### config.mk
export PLATFORM = sky130hd
export DESIGN_NAME = ttch_outq
export DESIGN_NICKNAME = d
export VERILOG_FILES = /design/src/ttch_pkg.sv /design/src/ttch_outq.sv
export SDC_FILE = /design/constraint.sdc
export NUM_CORES = 1
export LEC_CHECK = 0
export BUFFER_PORTS_ARGS = -buffer_cell sky130_fd_sc_hd__buf_4
export CORE_ASPECT_RATIO = 1.5
export CORE_MARGIN = 8
export CORE_UTILIZATION = 50
export CTS_CLUSTER_SIZE = 40
export DETAILED_ROUTE_END_ITERATION = 8
export PLACE_DENSITY = 0.83
export REMOVE_ABC_BUFFERS = 1
export SETUP_SLACK_MARGIN = 0.4
export SLEW_MARGIN = 5
export SYNTH_ARGS = -nofsm -noshare
export SYNTH_HDL_FRONTEND = slang
export SYNTH_SLANG_ARGS = --single-unit
### constraint.sdc
create_clock -name clk -period 2.89 [get_ports clk]
set_clock_uncertainty 0.1 [all_clocks]
set_input_delay 0.289 -clock clk [delete_from_list [all_inputs] [get_ports clk]]
set_output_delay 0.289 -clock clk [all_outputs]
set_load 0.05 [all_outputs]
### src/ttch_pkg.sv
package ttch_pkg;

  localparam int ROWS   = 32;
  localparam int COLS   = 64;
  localparam int DEPTH  = ROWS * COLS;
  localparam int ROW_W  = $clog2(ROWS);
  localparam int COL_W  = $clog2(COLS);
  localparam int ADDR_W = $clog2(DEPTH);

  localparam logic [7:0] CH_CR    = 8'h0D;
  localparam logic [7:0] CH_LF    = 8'h0A;
  localparam logic [7:0] CH_BS    = 8'h08;
  localparam logic [7:0] CH_FF    = 8'h0C;
  localparam logic [7:0] CH_SPACE = 8'h20;

  typedef enum logic [2:0] {
    OP_READ,
    OP_CR,
    OP_LF,
    OP_BS,
    OP_FF,
    OP_PUT
  } op_t;

  typedef struct packed {
    op_t              op;
    logic             in_range;
    logic [ROW_W-1:0] row;
    logic [COL_W-1:0] col;
    logic [7:0]       ch;
  } cmd_t;

  typedef struct packed {
    logic [7:0] cell_char;
    logic [4:0] cur_row;
    logic [5:0] cur_col;
    logic       scrolled;
    logic       cleared;
  } res_t;

endpackage

### src/ttch_outq.sv
module ttch_outq (
  input  logic              clk,
  input  logic              rst,
  input  logic              res_push,
  input  ttch_pkg::res_t    res,
  output logic              res_room,
  output logic              empty,
  input  logic              pop,
  output ttch_pkg::res_t    head
);

  ttch_pkg::res_t q [2];
  logic           wr_ptr;
  logic           rd_ptr;
  logic [1:0]     count;
  logic           do_pop;

  assign res_room = (count != 2'd2);
  assign empty    = (count == 2'd0);
  assign head     = q[rd_ptr];
  assign do_pop   = pop && !empty;

  always_ff @(posedge clk) begin
    if (res_push) begin
      q[wr_ptr] <= res;
    end
  end

  always_ff @(posedge clk) begin
    if (rst) begin
      wr_ptr <= 1'b0;
      rd_ptr <= 1'b0;
      count  <= 2'd0;
    end else begin
      if (res_push) begin
        wr_ptr <= !wr_ptr;
      end
      if (do_pop) begin
        rd_ptr <= !rd_ptr;
      end
      case ({res_push, do_pop})
        2'b10:   count <= count + 2'd1;
        2'b01:   count <= count - 2'd1;
        default: count <= count;
      endcase
    end
  end

endmodule

* After elaboration in Yosys (flattened, before gate mapping)
Memories as Yosys holds them, arrays and structs flattened. A register that Yosys moved wholly into a read port is not among the register bits. Index checks and enable logic that the tools add are counted.
Storage, ports and cells: flip-flop bits (word level) 4, bits in latches 0, bits in writable memories 42, bits in read-only memories 0, input port bits 25, output and inout port bits 23, logic and storage cells 20, memories kept 1
Operators by class: $add $sub $neg 2, multipliers 0, div/mod/pow operators 0, order comparisons 0, eq/ne operators 3, shift operators 0, muxes and demuxes 5, bitwise gates (word level) 0, reduce and logical (&&, ||, !) cells 6
Memory list:
- q | depth 2, bits a word 21, read ports 1, clocked after memory_dff 1, wr ports 1, RTL line ttch_outq.sv:12 | ttch_pkg::res_t q [2];
Operators by type and width (number):
- 2-to-1 mux 1 bit | 4
- case mux 2 bit (2 select lines) | 1
- logical NOT 1 bit | 3
- adder 2 x 1 -> 2 bit, second input constant | 1
- equality test 2 x 1 -> 1 bit, second input constant | 1
- equality test 2 bit, second input constant | 1
- logical NOT 2 bit | 1
- != test 2 bit, second input constant | 1
- nonzero test 2 bit | 1
- subtractor 2 x 1 -> 2 bit, second input constant | 1
- logical AND 1 bit | 1

* Longest topological paths before layout
Gate-level depths: netlist of the first run.
depth after elaboration 5, depth in mapped cells 5, mapped depth without buffers 5

* Least setup slack after synthesis of the first run
No wires, ideal clock.
path type input to register, from in res_push, to mem q[0][0] (netlist bit) (enable), setup time 0.399 ns, arrival time 1.234 ns, data required time 2.391 ns, path slack 1.157 ns, stages 2, path buffers 0, path through inv_1 > nor2_1
Between the ends: cells in the longest elaborated chain, start to end 2
RTL lines:
- start, declared | RTL line ttch_outq.sv:4 | input logic res_push,
- 2-to-1 mux 1 bit | RTL line ttch_outq.sv:24 | if (res_push) begin
- 2-to-1 mux 1 bit (not written as such) | RTL line ttch_outq.sv:25 | q[wr_ptr] <= res;
- end, declared | RTL line ttch_outq.sv:12
Every way passes these cells.

==> impl_summary.md, run 1 <==
Critical path
The startpoint of the lowest-slack register-to-register path is wr_ptr. In this run the register-to-register setup slack is 1.26 ns. Data arrives at the worst endpoint at 1.46 ns.

The type of the worst setup path is register to output pin. The data required time of the worst path is 2.50 ns. The largest fanout on the critical path is 21.

The worst-case reg-to-reg path depth is 1. The startpoint type of the worst setup path is a register. The worst setup path is captured at an output pin.

The capture point of the worst reg-to-reg path is q[1][18].

Placed design
Summing all placed instances gives a cell area of 0.00213 mm^2. The count of port buffers added during placement is 47. Summed over all nets, the half-perimeter wirelength after detailed placement is 2310 um. The congestion estimate from routability-driven global placement came to 0.669.

Floorplanning
The initial cell density of the core is 51.3%. The vertical die dimension is 87.8 um. The placeable core area is 0.00335 mm^2. The initialized floorplan defines 26 standard-cell rows.

Pin placement for this block handled 48 I/O pins. The full die area is 0.00561 mm^2. In this run the horizontal extent of the chip is 63.9 um.

Clock tree
The count of hold-fix buffers inserted at cts is 0. The clock tree synthesis step divided the H-tree into 2 levels. After clock tree synthesis, the setup repair step added 0 buffers. The worst-skew pair later-pin latency is 0.29 ns. The number of gates resized after CTS was 0. TritonCTS built the clock tree. The CTS root buffer is sky130_fd_sc_hd__clkbuf_8. Counting along the longest clock path gives a buffer depth of 2. The total clock buffers created by CTS is 5. Clock tree synthesis found a total of 47 sinks. The clock-pin slew reported for the worst setup and hold paths after clock tree synthesis is 0.08 ns.

Layout
The relative area change from synthesis to final layout is 29.3%. The filler cells instantiated in the layout total 244. The number of antenna diodes in the final layout is 0.

For this run, the post-layout net count is 168. The post-route netlist has 53.8% of its cells at a drive strength greater than 1. After routing the design area is 0.00222 mm^2.

Global routing
The number of antenna violations at the first check in global routing was 0. The first-pass GRT wire length is 5020 um. Across every metal layer, demand over resource in global routing totals 11.9%. The pin count of the biggest net entering global routing is 22. The via count of the first global-routing pass is 1038. Global routing finished with a remaining overflow of 0.

Synthesis
After technology mapping, the gate count stands at 88. The proportion of netlist area held by the largest area contributor is 73.4%. sky130_fd_sc_hd__edfxtp_1 takes more of the synthesized area than any other cell. After synthesis, the cell types taking the most area are sky130_fd_sc_hd__edfxtp_1 (73%), sky130_fd_sc_hd__mux2_2 (12%), sky130_fd_sc_hd__dfxtp_1 (5.8%), sky130_fd_sc_hd__xnor2_1 (1.5%), sky130_fd_sc_hd__mux2_1 (1.3%). The warning count from the yosys run is 0.

The average footprint of a synthesized cell is 19.5 um^2. Sequential elements use 79.2% of the synthesized area. The mapped netlist covers 0.00172 mm^2. Synthesis inferred 47 register bits. The count of cell types in the netlist is 16.

Timing
The minimum clock period after layout is 1.85 ns. Headroom to the max-slew limit came out at 36.2%. The final hold violation count is 0.

The tightest hold path in the finished design has a slack of 0.0749 ns. Summed over all failing endpoints, the final setup total negative slack is 0 ns. The max-slew violation count was 0. The share of the cycle needed by the critical path after routing is 64.0%. At the pin with the least slew margin, the transition time is 0.956 ns. Setup repair after global routing left no endpoint under its margin. The upper clock frequency limit is 541 MHz. The setup-violating endpoint count in the final report is 0.

Route
The total DRC errors in the routed layout is 0. The detailed-route wire length per cell is 17.3 um. The DRC marker count from the first detailed-route iteration is 27. The total wire length after detailed routing is 3190 um. The via count of the routed design is 911. The final antenna-violating net count is 0. Dividing the detail-routed via count by the number of cells gives 4.92. Before antenna repair, the detailed router went through 4 iterations.

Status
The flow ran to the end, and the final reports show no timing, DRC or antenna violations.

Worst hold path
For hold timing, the worst endpoint is q[1][0]. The path class of the tightest hold or removal check is input pin to register. The cell depth of the worst min-delay path is 1. The origin of the worst min-delay path is res[0].

Power and ir drop
The total power is 0.00195 W. In this run the power density over the cells is 878 mW/mm^2. In this run the static leakage power is 0.841 nW. IR analysis of the VDD net gives a maximum drop of 0.605 mV.

Flow run
Max-cap violations in this run came to 0.
==> area by class of cell <==
| type | count | area (um^2) | area share, % |
|---|---|---|---|
| Tap cell | 42 | 52.6 | 2.36 |
| Timing Repair Buffer | 49 | 368 | 16.5 |
| Clock inverter | 1 | 5.00 | 0.225 |
| Multi-Input combinational cell | 38 | 347 | 15.6 |
| Sequential cell | 47 | 1360 | 61.2 |
| Inverter | 1 | 3.75 | 0.169 |
| Clock buffer | 7 | 86.3 | 3.88 |
==> worst max-delay path: stages, from the launching register on <==
cell and delay (ns):
sky130_fd_sc_hd__dfxtp_1 0.32, sky130_fd_sc_hd__buf_4 0.28, sky130_fd_sc_hd__mux2_2 0.38, sky130_fd_sc_hd__buf_4 0.19
==> sequential cells by signal (all words and copies together) (netlist names), named ones only <==
signal  flops
q          42
count       2
rd_ptr      1
wr_ptr      1
==> Yosys cell counts <==
library cell	count
sky130_fd_sc_hd__mux2_2	19
sky130_fd_sc_hd__buf_2	2
sky130_fd_sc_hd__dfxtp_1	5
sky130_fd_sc_hd__ha_1	1
sky130_fd_sc_hd__or3_1	1
sky130_fd_sc_hd__a21oi_1	1
sky130_fd_sc_hd__nor2_1	6
sky130_fd_sc_hd__xor2_1	1
sky130_fd_sc_hd__and2_1	1
sky130_fd_sc_hd__xnor2_1	3
sky130_fd_sc_hd__edfxtp_1	42
sky130_fd_sc_hd__o21a_2	1
sky130_fd_sc_hd__mux2_1	2
sky130_fd_sc_hd__nand2b_1	1
sky130_fd_sc_hd__o21ai_0	1
sky130_fd_sc_hd__inv_1	1
==> cell families (layout without fill, tap and decap cells) <==
family	count (synthesis)	in the layout	synth area share (%)
simple gates	9	9	2.40
fa+ha+maj	1	1	0.728
compound gates	3	3	1.09
xor+xnor	4	4	2.04
buf+inv	3	58	0.800
flops	47	47	79.2
mux	21	21	13.8
==> layout by cell type (no fill, tap or decap) <==
| master | instances |
|---|---|
| sky130_fd_sc_hd__a21oi_1 | 1 |
| sky130_fd_sc_hd__and2_1 | 1 |
| sky130_fd_sc_hd__buf_4 | 49 |
| sky130_fd_sc_hd__clkbuf_1 | 1 |
| sky130_fd_sc_hd__clkbuf_8 | 6 |
| sky130_fd_sc_hd__clkinv_2 | 1 |
| sky130_fd_sc_hd__dfxtp_1 | 5 |
| sky130_fd_sc_hd__edfxtp_1 | 42 |
| sky130_fd_sc_hd__ha_1 | 1 |
| sky130_fd_sc_hd__inv_1 | 1 |
| sky130_fd_sc_hd__mux2_1 | 2 |
| sky130_fd_sc_hd__mux2_2 | 19 |
| sky130_fd_sc_hd__nand2b_1 | 1 |
| sky130_fd_sc_hd__nor2_1 | 5 |
| sky130_fd_sc_hd__nor2_2 | 1 |
| sky130_fd_sc_hd__o21a_2 | 1 |
| sky130_fd_sc_hd__o21ai_0 | 1 |
| sky130_fd_sc_hd__or3_1 | 1 |
| sky130_fd_sc_hd__xnor2_1 | 3 |
| sky130_fd_sc_hd__xor2_1 | 1 |
==> report_power, final <==
| part | internal [W] | switching [W] | total, W |
|---|---|---|---|
| logic | 0.000260 | 0.000471 | 0.000730 |
| registers | 0.000805 | 0.0000300 | 0.000835 |
| clock network | 0.000193 | 0.000195 | 0.000388 |
| total | 0.00126 | 0.000696 | 0.00195 |
==> worst max-delay path by stage <==
stage	cells after the start	from	slack, ns	end
final	3	register	1.04	head[6]
after global routing	3	register	0.96	head[15]
after CTS	3	register	1.02	head[13]
after detailed placement	2	res_push	1.22	q[1][4]
after global placement	2	res_push	1.29	q[1][14]
after floorplan	2	res_push	1.16	q[0][0]
==> layer usage <==
metal / vias up / global-route usage (%) / part of all wire (%)
li1: 438 / - / -
met1: 440 / 10.3 / 36
met2: 27 / 22.1 / 57
met3: 6 / 4.35 / 5.1
met4: 0 / 8.15 / 2.4
met5: - / 0 / 0
==> metrics by stage <==
stage / util, % / worst slack, ns / std cells
6_report: 66.4 / 1.04 / 185
3_3_place_gp: 63.6 / 1.29 / 177
4_1_cts: 66.4 / 1.02 / 185
5_1_grt: 66.4 / 0.964 / 185
2_1_floorplan: - / 1.16 / 86
3_5_place_dp: 63.6 / 1.22 / 177
(Power assumes the default switching activity.)
==> inputs of run 2 (changes only) <==
Settings changed: ABC_AREA set to 1, CORE_UTILIZATION 50 to 46, PLACE_DENSITY 0.83 to 0.8.
Clock period 2.89 ns to 1.56 ns, I/O delays scaled along.
==> run 2 against run 1 <==
The run now ends with negative setup slack left. Routed wire length is 44% higher. Cell area rose by 31%. Setup slack worse by 1.1 ns. Global-route usage grew 1.8 points. Synthesized cell count increased by 15%. Worst hold slack lost 0.019 ns. Sequential share of layout area shrank 14 points. Power grew 69%. Combinational power increased by 51%. Flip-flop and latch count unchanged. Count of clock-buffer cells in the layout shrank 1. Register-to-register slack lost 1.2 ns.
==> impl_summary.md, run 2 <==
Clock tree
The worst-skew pair later-pin latency is 0.29 ns (about the same). The number of sinks on the clock net is 47 (unchanged). The TritonCTS clock tree is done (unchanged).

The CTS root buffer is sky130_fd_sc_hd__clkbuf_8 (unchanged). The H-tree depth was 2 (unchanged). The total clock buffers created by CTS is 5 (unchanged).

The number of buffers on the longest clock path is 2 (unchanged). The clock-pin slew reported for the worst setup and hold paths after clock tree synthesis was 0.08 ns (about the same).

Layout
The relative area change from synthesis to final layout is 59.2% (was 29.3%). Largest registers: q (42), count (2) (unchanged). The final-layout fill cell count is 220 (was 244).

The number of nets in the final layout was 216 (was 168). The final standard cell count with taps included and fillers excluded is 237 (was 185). The final core area utilization was 75.0% (was 66.4%).

The fraction of final layout cells with drive strength greater than 1 is 55.5% (was 53.8%). The most common cell after layout, fill and taps aside is sky130_fd_sc_hd__edfxtp_1 (was sky130_fd_sc_hd__buf_4). Top library cells by usage in the layout, fill and taps aside: sky130_fd_sc_hd__edfxtp_1 (42), sky130_fd_sc_hd__buf_4 (28), sky130_fd_sc_hd__buf_6 (25), sky130_fd_sc_hd__dlygate4sd3_1 (22), sky130_fd_sc_hd__mux2_4 (20) (was sky130_fd_sc_hd__buf_4 (49), sky130_fd_sc_hd__edfxtp_1 (42), sky130_fd_sc_hd__mux2_2 (19), sky130_fd_sc_hd__clkbuf_8 (6)). The flip-flop count of the largest register after layout is 42 (unchanged). The most flop-heavy register was q (unchanged).

Route
The final antenna-violating net count was 0 (unchanged). The number of vias per cell after detailed routing is 5.08 (was 4.92). The detailed-route wire length per cell is 19.4 um (was 17.3 um). The DRC marker count from the first detailed-route iteration is 53 (was 27). The via count of the routed design was 1203 (was 911). The total wire length after detailed routing is 4600 um (was 3190 um). The total DRC errors in the routed layout is 0 (unchanged). The first-pass iteration count of the detailed router is 4 (unchanged).

Floorplanning
The overall die width is 67.5 um (was 63.9 um). The initial cell density of the core is 47.1% (was 51.3%). The row count is 28 (was 26). The vertical die dimension came to 93.3 um (was 87.8 um). The placeable core area is 0.00389 mm^2 (was 0.00335 mm^2).

The number of I/O pins is 48 (unchanged). The full die area is 0.00630 mm^2 (was 0.00561 mm^2).

Synthesis
The fraction of synthesis flops using an asynchronous set or reset pin is 0% (unchanged). Most frequent cells after synthesis: sky130_fd_sc_hd__edfxtp_1 (42), sky130_fd_sc_hd__mux2_4 (20), sky130_fd_sc_hd__nor2_1 (9) (was sky130_fd_sc_hd__edfxtp_1 (42), sky130_fd_sc_hd__mux2_2 (19), sky130_fd_sc_hd__nor2_1 (6)). Most area-consuming cells after synthesis: sky130_fd_sc_hd__edfxtp_1 (69%), sky130_fd_sc_hd__mux2_4 (16%), sky130_fd_sc_hd__dfxtp_1 (5.5%), sky130_fd_sc_hd__nor2_1 (1.8%), sky130_fd_sc_hd__nand2_1 (1.6%) (was sky130_fd_sc_hd__edfxtp_1 (73%), sky130_fd_sc_hd__mux2_2 (12%), sky130_fd_sc_hd__dfxtp_1 (5.8%), sky130_fd_sc_hd__xnor2_1 (1.5%), sky130_fd_sc_hd__mux2_1 (1.3%)). The sequential element share of the synthesized area is 74.3% (was 79.2%). The cell taking the most area after synthesis is sky130_fd_sc_hd__edfxtp_1 (unchanged). The average footprint of a synthesized cell came to 18.1 um^2 (was 19.5 um^2).

The warning count from the yosys run is 0 (unchanged). The count of cell types in the netlist is 14 (was 16). The proportion of netlist area held by the largest area contributor came to 68.9% (was 73.4%).

The count of mapped cells out of synthesis is 101 (was 88). The most frequent cell after synthesis is sky130_fd_sc_hd__edfxtp_1 (unchanged). The leading register cell type out of synthesis is sky130_fd_sc_hd__edfxtp_1 (unchanged). The cell area after synthesis is 0.00183 mm^2 (was 0.00172 mm^2).

The number of flip-flops and latches in the synthesized netlist is 47 (unchanged). The count of flip-flops with a built-in enable after synthesis came to 42 (unchanged).

Critical path
The type of the worst setup path is register to output pin (unchanged). The largest fanout on the critical path came to 6 (was 21). The element type at the critical path end is an output pin (unchanged). The startpoint type of the worst setup path is a register (unchanged). The critical path data arrival time is 1.35 ns (was 1.46 ns). The data required time of the worst path is 1.30 ns (was 2.50 ns).

Global routing
The first-pass GRT wire length is 6310 um (was 5020 um). The met2 routing resource usage after global routing is 26.3% (was 22.1%). The number of antenna violations at the first check in global routing is 0 (unchanged).

The pin count of the biggest net entering global routing is 22 (unchanged). The residual overflow from global routing came to 0 (unchanged). The via count of the first global-routing pass is 1284 (was 1038). The global-route total usage across every layer came to 13.7% (was 11.9%).

The routing usage on met3 is 3.71% (was 4.35%). The layer with the highest usage after global routing is met2 (unchanged). The met1 demand-to-capacity share in global routing is 11.6% (was 10.3%).

Power and ir drop
The worst supply voltage drop on vdd is 0.972 mV (was 0.605 mV). The proportion of power drawn by flip-flops and latches is 45.5% (was 42.7%). The share of total power in combinational logic is 33.4% (was 37.4%). The ratio of total power to cell area is 1130 mW/mm^2 (was 878 mW/mm^2).

The static leakage is 1.18 nW (was 0.841 nW). The total power is 0.00330 W (was 0.00195 W). The share of power burned in the clock network is 21.1% (was 19.9%). The switching power total is 0.00100 W (was 0.000696 W). The internal power came to 0.00230 W (was 0.00126 W).

The net switching share of the total power is 30.3% (was 35.6%).

Worst hold path
The type of the most critical hold path is input pin to register (unchanged).

Placed design
The count of placed standard cells including taps is 194 (was 177). The count of port buffers added during placement is 47 (unchanged). The estimated wirelength of the detail-placed design is 2370 um (was 2310 um). The placer congestion estimate came to 0.649 (was 0.669).

Timing
The minimum clock period after layout is 1.60 ns. The headroom to the max-slew limit came to 86.4% (was 36.2%). The setup TNS after final layout is -0.573 ns (was 0 ns). The actual transition at the worst max-transition pin came to 0.203 ns (was 0.956 ns).

Based on the critical path, the design can be clocked at up to 624 MHz. The final hold violation count is 0 (unchanged). The max-slew violation count is 0 (unchanged). The worst path uses 103% of the clock period. The setup-violating endpoint count in the final report is 21 (was 0).

The setup slack after layout is -0.0435 ns (was 1.04 ns). Unrepaired setup endpoints after global routing: yes (was no).

Status
Result of the run: finished, violations left (was completed). The final reports fail on negative setup slack.

Flow run
The number of max-cap violations is 0 (unchanged).
==> run 2: timing repair <==
item / 4_1_cts / 5_1_grt
buffers inserted: 4 / 5
gates resized for setup: 47 / 12
pin swaps: 8 / 7
hold buffers: 22 / 0
endpoints found under the setup margin: 25 / 68
endpoints found under the hold margin: 43 / 0
cloned: 1 / 2
==> run 2: cell type report <==
class / instances / area, um^2 / share of cell area, %
Clock buffer: 6 / 72.6 / 2.49
Clock inverter: 2 / 12.5 / 0.429
Sequential cell: 47 / 1370 / 47.1
Inverter: 7 / 36.3 / 1.24
Multi-Input combinational cell: 45 / 472 / 16.2
Timing Repair Buffer: 84 / 890 / 30.5
Antenna cell: 1 / 2.50 / 0.0858
Tap cell: 45 / 56.3 / 1.93
==> run 2: cells by family after synthesis <==
family	count (synthesis)	share of synthesized area (%)
simple gates	21	4.78
fa+ha+maj	1	0.683
flops	47	74.3
buf+inv	9	2.66
mux	21	17.0
compound gates	2	0.546
==> run 2: path summary, 6_finish.rpt <==
check | startpoint | endpoint | slack [ns] | cells after the start
setup / recovery | register | head[8] | -0.04 | 3
hold / removal | res_push | wr_ptr | 0.06 | 3
setup reg to reg | count[1] | count[1] | 0.11 | 8
hold reg to reg | wr_ptr | wr_ptr | 0.43 | 2
==> run 2: power by group through the flow <==
stage	clock, W	combinational [W]	sequential [W]
final	0.000697	0.00110	0.00151
after global routing	0.000750	0.00114	0.00151
after CTS	0.000694	0.000987	0.00150
after detailed placement	0	0.000762	0.00151
after global placement	0	0.000741	0.00151
after floorplan	0	0.000502	0.00153
==> run 2: routing by layer <==
metal	vias up	part of all wire [%]
met4	0	4.0
met2	43	61
met1	599	30
met5	-	0
met3	17	4.6
li1	544	-
==> run 2: worst max-delay path, stage by stage (launching register included) <==
cell and delay [ns]:
sky130_fd_sc_hd__dfxtp_4 0.41, sky130_fd_sc_hd__buf_12 0.14, sky130_fd_sc_hd__mux2_2 0.34, sky130_fd_sc_hd__buf_6 0.15
==> run 2: metrics by stage <==
step / hold WS (ns) / area [um^2] / setup WS, ns
after floorplan: 0.135 / 1810 / -0.222
after global placement: 0.234 / 2270 / 0.226
after detailed placement: 0.242 / 2270 / 0.122
after CTS: 0.0590 / 2790 / -0.0533
after global routing: 0.0514 / 2910 / -0.0790
final: 0.0558 / 2920 / -0.0435
==> inputs of run 3 (changes only) <==
Clock period 1.56 ns to 1.4 ns, I/O delays scaled along.
==> run 3 against run 2 <==
Setup slack lost 0.15 ns. The run still ends with negative setup slack left. Sequential share of layout area shrank 2.3 points. Worst hold slack gained 0.022 ns. Final cell count grew 1.7%. Critical endpoint is now head[7].
==> impl_summary.md, run 3 (same netlist as run 2, synthesis figures left out) <==
Route
The detailed-route wire length per cell is 19.0 um (was 19.4 um). The total DRC errors in the routed layout is 0 (unchanged). The via count of the routed design came to 1192 (was 1203). The DRC marker count from the first detailed-route iteration is 41 (was 53). The number of vias per cell after detailed routing is 4.95 (was 5.08). The total wire length after detailed routing is 4580 um (was 4600 um). The final antenna-violating net count is 0 (unchanged). The first-pass iteration count of the detailed router is 4 (unchanged).

Power and ir drop
The ratio of total power to cell area came to 1280 mW/mm^2 (was 1130 mW/mm^2). The switching power total is 0.00111 W (was 0.00100 W). The internal power is 0.00282 W (was 0.00230 W). The proportion of power drawn by flip-flops and latches was 42.7% (was 45.5%). The net switching share of the total power is 28.3% (was 30.3%). The share of total power in combinational logic is 32.0% (was 33.4%). The worst supply voltage drop on vdd is 1.27 mV (was 0.972 mV). The share of power burned in the clock network is 25.3% (was 21.1%). The static leakage was 1.27 nW (was 1.18 nW).

Placed design
The placed instance area is 0.00228 mm^2 (was 0.00227 mm^2). The worst slack at placement is -0.0402 ns (was 0.122 ns). The placer congestion estimate was 0.638 (was 0.649). The count of port buffers added during placement is 47 (unchanged). The estimated wirelength of the detail-placed design is 2600 um (was 2370 um).

Flow run
The number of max-cap violations was 0 (unchanged).

Global routing
The residual overflow from global routing is 0 (unchanged). The via count of the first global-routing pass is 1385 (was 1284). The first-pass GRT wire length came to 6460 um (was 6310 um).

The number of antenna violations at the first check in global routing is 0 (unchanged). The pin count of the biggest net entering global routing is 15 (was 22). The global-route total usage across every layer is 14.1% (was 13.7%).

Layout
The most flop-heavy register is q (unchanged). The most common cell after layout, fill and taps aside was sky130_fd_sc_hd__edfxtp_1 (unchanged). Top library cells by usage in the layout, fill and taps aside: sky130_fd_sc_hd__edfxtp_1 (42), sky130_fd_sc_hd__buf_4 (28), sky130_fd_sc_hd__buf_6 (26), sky130_fd_sc_hd__dlygate4sd3_1 (22), sky130_fd_sc_hd__mux2_4 (21) (was sky130_fd_sc_hd__edfxtp_1 (42), sky130_fd_sc_hd__buf_4 (28), sky130_fd_sc_hd__buf_6 (25), sky130_fd_sc_hd__dlygate4sd3_1 (22), sky130_fd_sc_hd__mux2_4 (20)). The relative area change from synthesis to final layout is 67.6% (was 59.2%).

The final non-filler cell area is 0.00307 mm^2 (was 0.00292 mm^2). The final core area utilization came to 78.9% (was 75.0%). The final-layout fill cell count is 186 (was 220).

The antenna diode count is 0 (was 1). The fraction of final layout cells with drive strength greater than 1 is 58.7% (was 55.5%). Largest registers: q (42), count (2) (unchanged). The flip-flop count of the largest register after layout came to 42 (unchanged).

The number of nets in the final layout is 221 (was 216).

Floorplanning
The number of I/O pins is 48 (unchanged). The row count came to 28 (unchanged). The initial cell density of the core is 47.1% (unchanged). The full die area is 0.00630 mm^2 (unchanged). The placeable core area is 0.00389 mm^2 (unchanged). The vertical die dimension came to 93.3 um (unchanged). The overall die width was 67.5 um (unchanged).

Worst hold path
The origin of the worst min-delay path is rst (was res_push). The type of the most critical hold path was input pin to register (unchanged).

Status
Result of the run: finished, violations left (unchanged). Violations in the final reports: negative setup slack (unchanged).

Critical path
The startpoint of the lowest-slack register-to-register path is count[1] (unchanged). The startpoint type of the worst setup path is a register (unchanged). The critical path data arrival time is 1.35 ns (about the same). The data required time of the worst path is 1.16 ns (was 1.30 ns). The largest fanout on the critical path is 8 (was 6). The element type at the critical path end is an output pin (unchanged). The type of the worst setup path is register to output pin (unchanged).

Timing
The upper clock frequency limit is 629 MHz. Unrepaired setup endpoints after global routing: yes (unchanged). The headroom to the max-slew limit is 84.1% (was 86.4%).

The setup slack after layout is -0.190 ns (was -0.0435 ns). The actual transition at the worst max-transition pin is 0.237 ns (was 0.203 ns). After layout, the minimum clock period comes to 1.59 ns. The final hold violation count came to 0 (unchanged). The setup-violating endpoint count in the final report came to 23 (was 21). The setup TNS after final layout came to -3.55 ns (was -0.573 ns). Dividing the final minimum period by the clock period gives 114%. The max-slew violation count is 0 (unchanged).

Clock tree
The worst-skew pair later-pin latency is 0.29 ns (about the same). The number of buffers on the longest clock path is 2 (unchanged). The H-tree depth came to 2 (unchanged). The TritonCTS clock tree is done (unchanged). The total clock buffers created by CTS was 5 (unchanged).

The CTS root buffer is sky130_fd_sc_hd__clkbuf_8 (unchanged). The number of sinks on the clock net is 47 (unchanged). The clock-pin slew reported for the worst setup and hold paths after clock tree synthesis was 0.09 ns (was 0.08 ns).
-- run 3: cell types whose count changed in the layout (fill, tap and decap cells not counted), moves of 2 or more --
cell	before	now
sky130_fd_sc_hd__buf_8	4	7
sky130_fd_sc_hd__nand2_4	1	4
sky130_fd_sc_hd__nor2_1	8	5
sky130_fd_sc_hd__buf_16	1	3
sky130_fd_sc_hd__nand2_1	6	4
sky130_fd_sc_hd__nor2_4	2	4
-- run 3: repair_timing --
| item | 4_1_cts | 5_1_grt |
|---|---|---|
| gates resized for setup | 68 | 13 |
| cloned | 4 | 1 |
| hold buffers | 22 | 0 |
| pin swaps | 7 | 7 |
| hold endpoints to repair | 43 | 0 |
| setup endpoints to repair | 69 | 69 |
| buffers inserted | 4 | 6 |
-- run 3: final timing paths --
path                    to  slack [ns]  cells past startpoint
hold / removal    count[0]        0.08                      4
setup reg to reg  count[1]       -0.10                      7
hold reg to reg     wr_ptr        0.50                      2
setup / recovery   head[7]       -0.19                      3
-- run 3: critical path, stage by stage, from the launching register on --
cell                      delay (ns)
sky130_fd_sc_hd__dfxtp_4        0.41
sky130_fd_sc_hd__buf_8          0.16
sky130_fd_sc_hd__mux2_4         0.32
sky130_fd_sc_hd__buf_6          0.16
-- run 3: area by class of cell --
class,count,area (um^2),area share (%)
tap,45,56.3,1.83
clock inverter,2,35.0,1.14
clock buffer,6,82.6,2.69
inverter,7,41.3,1.35
multi-input combinational,45,502,16.3
sequential,47,1380,44.8
timing repair buffer,89,976,31.8
-- run 3: metrics by stage --
stage | hold WS [ns] | instances | total power (W)
after CTS | 0.0323 | 234 | 0.00383
final | 0.0780 | 241 | 0.00394
after global placement | 0.217 | 196 | 0.00251
after global routing | 0.0903 | 241 | 0.00406
after detailed placement | 0.223 | 196 | 0.00255
after floorplan | 0.119 | 99 | 0.00227
-- run 3: power by group through the flow --
stage               combinational, W  sequential (W)  clock [W]
global placement            0.000832         0.00168          0
CTS                          0.00115         0.00168    0.00100
finish                       0.00126         0.00168   0.000994
global route                 0.00131         0.00169    0.00106
detailed placement          0.000860         0.00169          0
floorplan                   0.000560         0.00171          0
-- run 3: routing by layer --
metal | part of all wire [%] | track usage (%) | vias to the layer above | wire length, um
met5 | 0 | 0 | - | 0
met4 | 4.0 | 9.11 | 0 | 182
met3 | 4.5 | 3.95 | 14 | 208
met2 | 61 | 27.3 | 35 | 2800
met1 | 30 | 11.3 | 587 | 1390
li1 | - | - | 556 | -
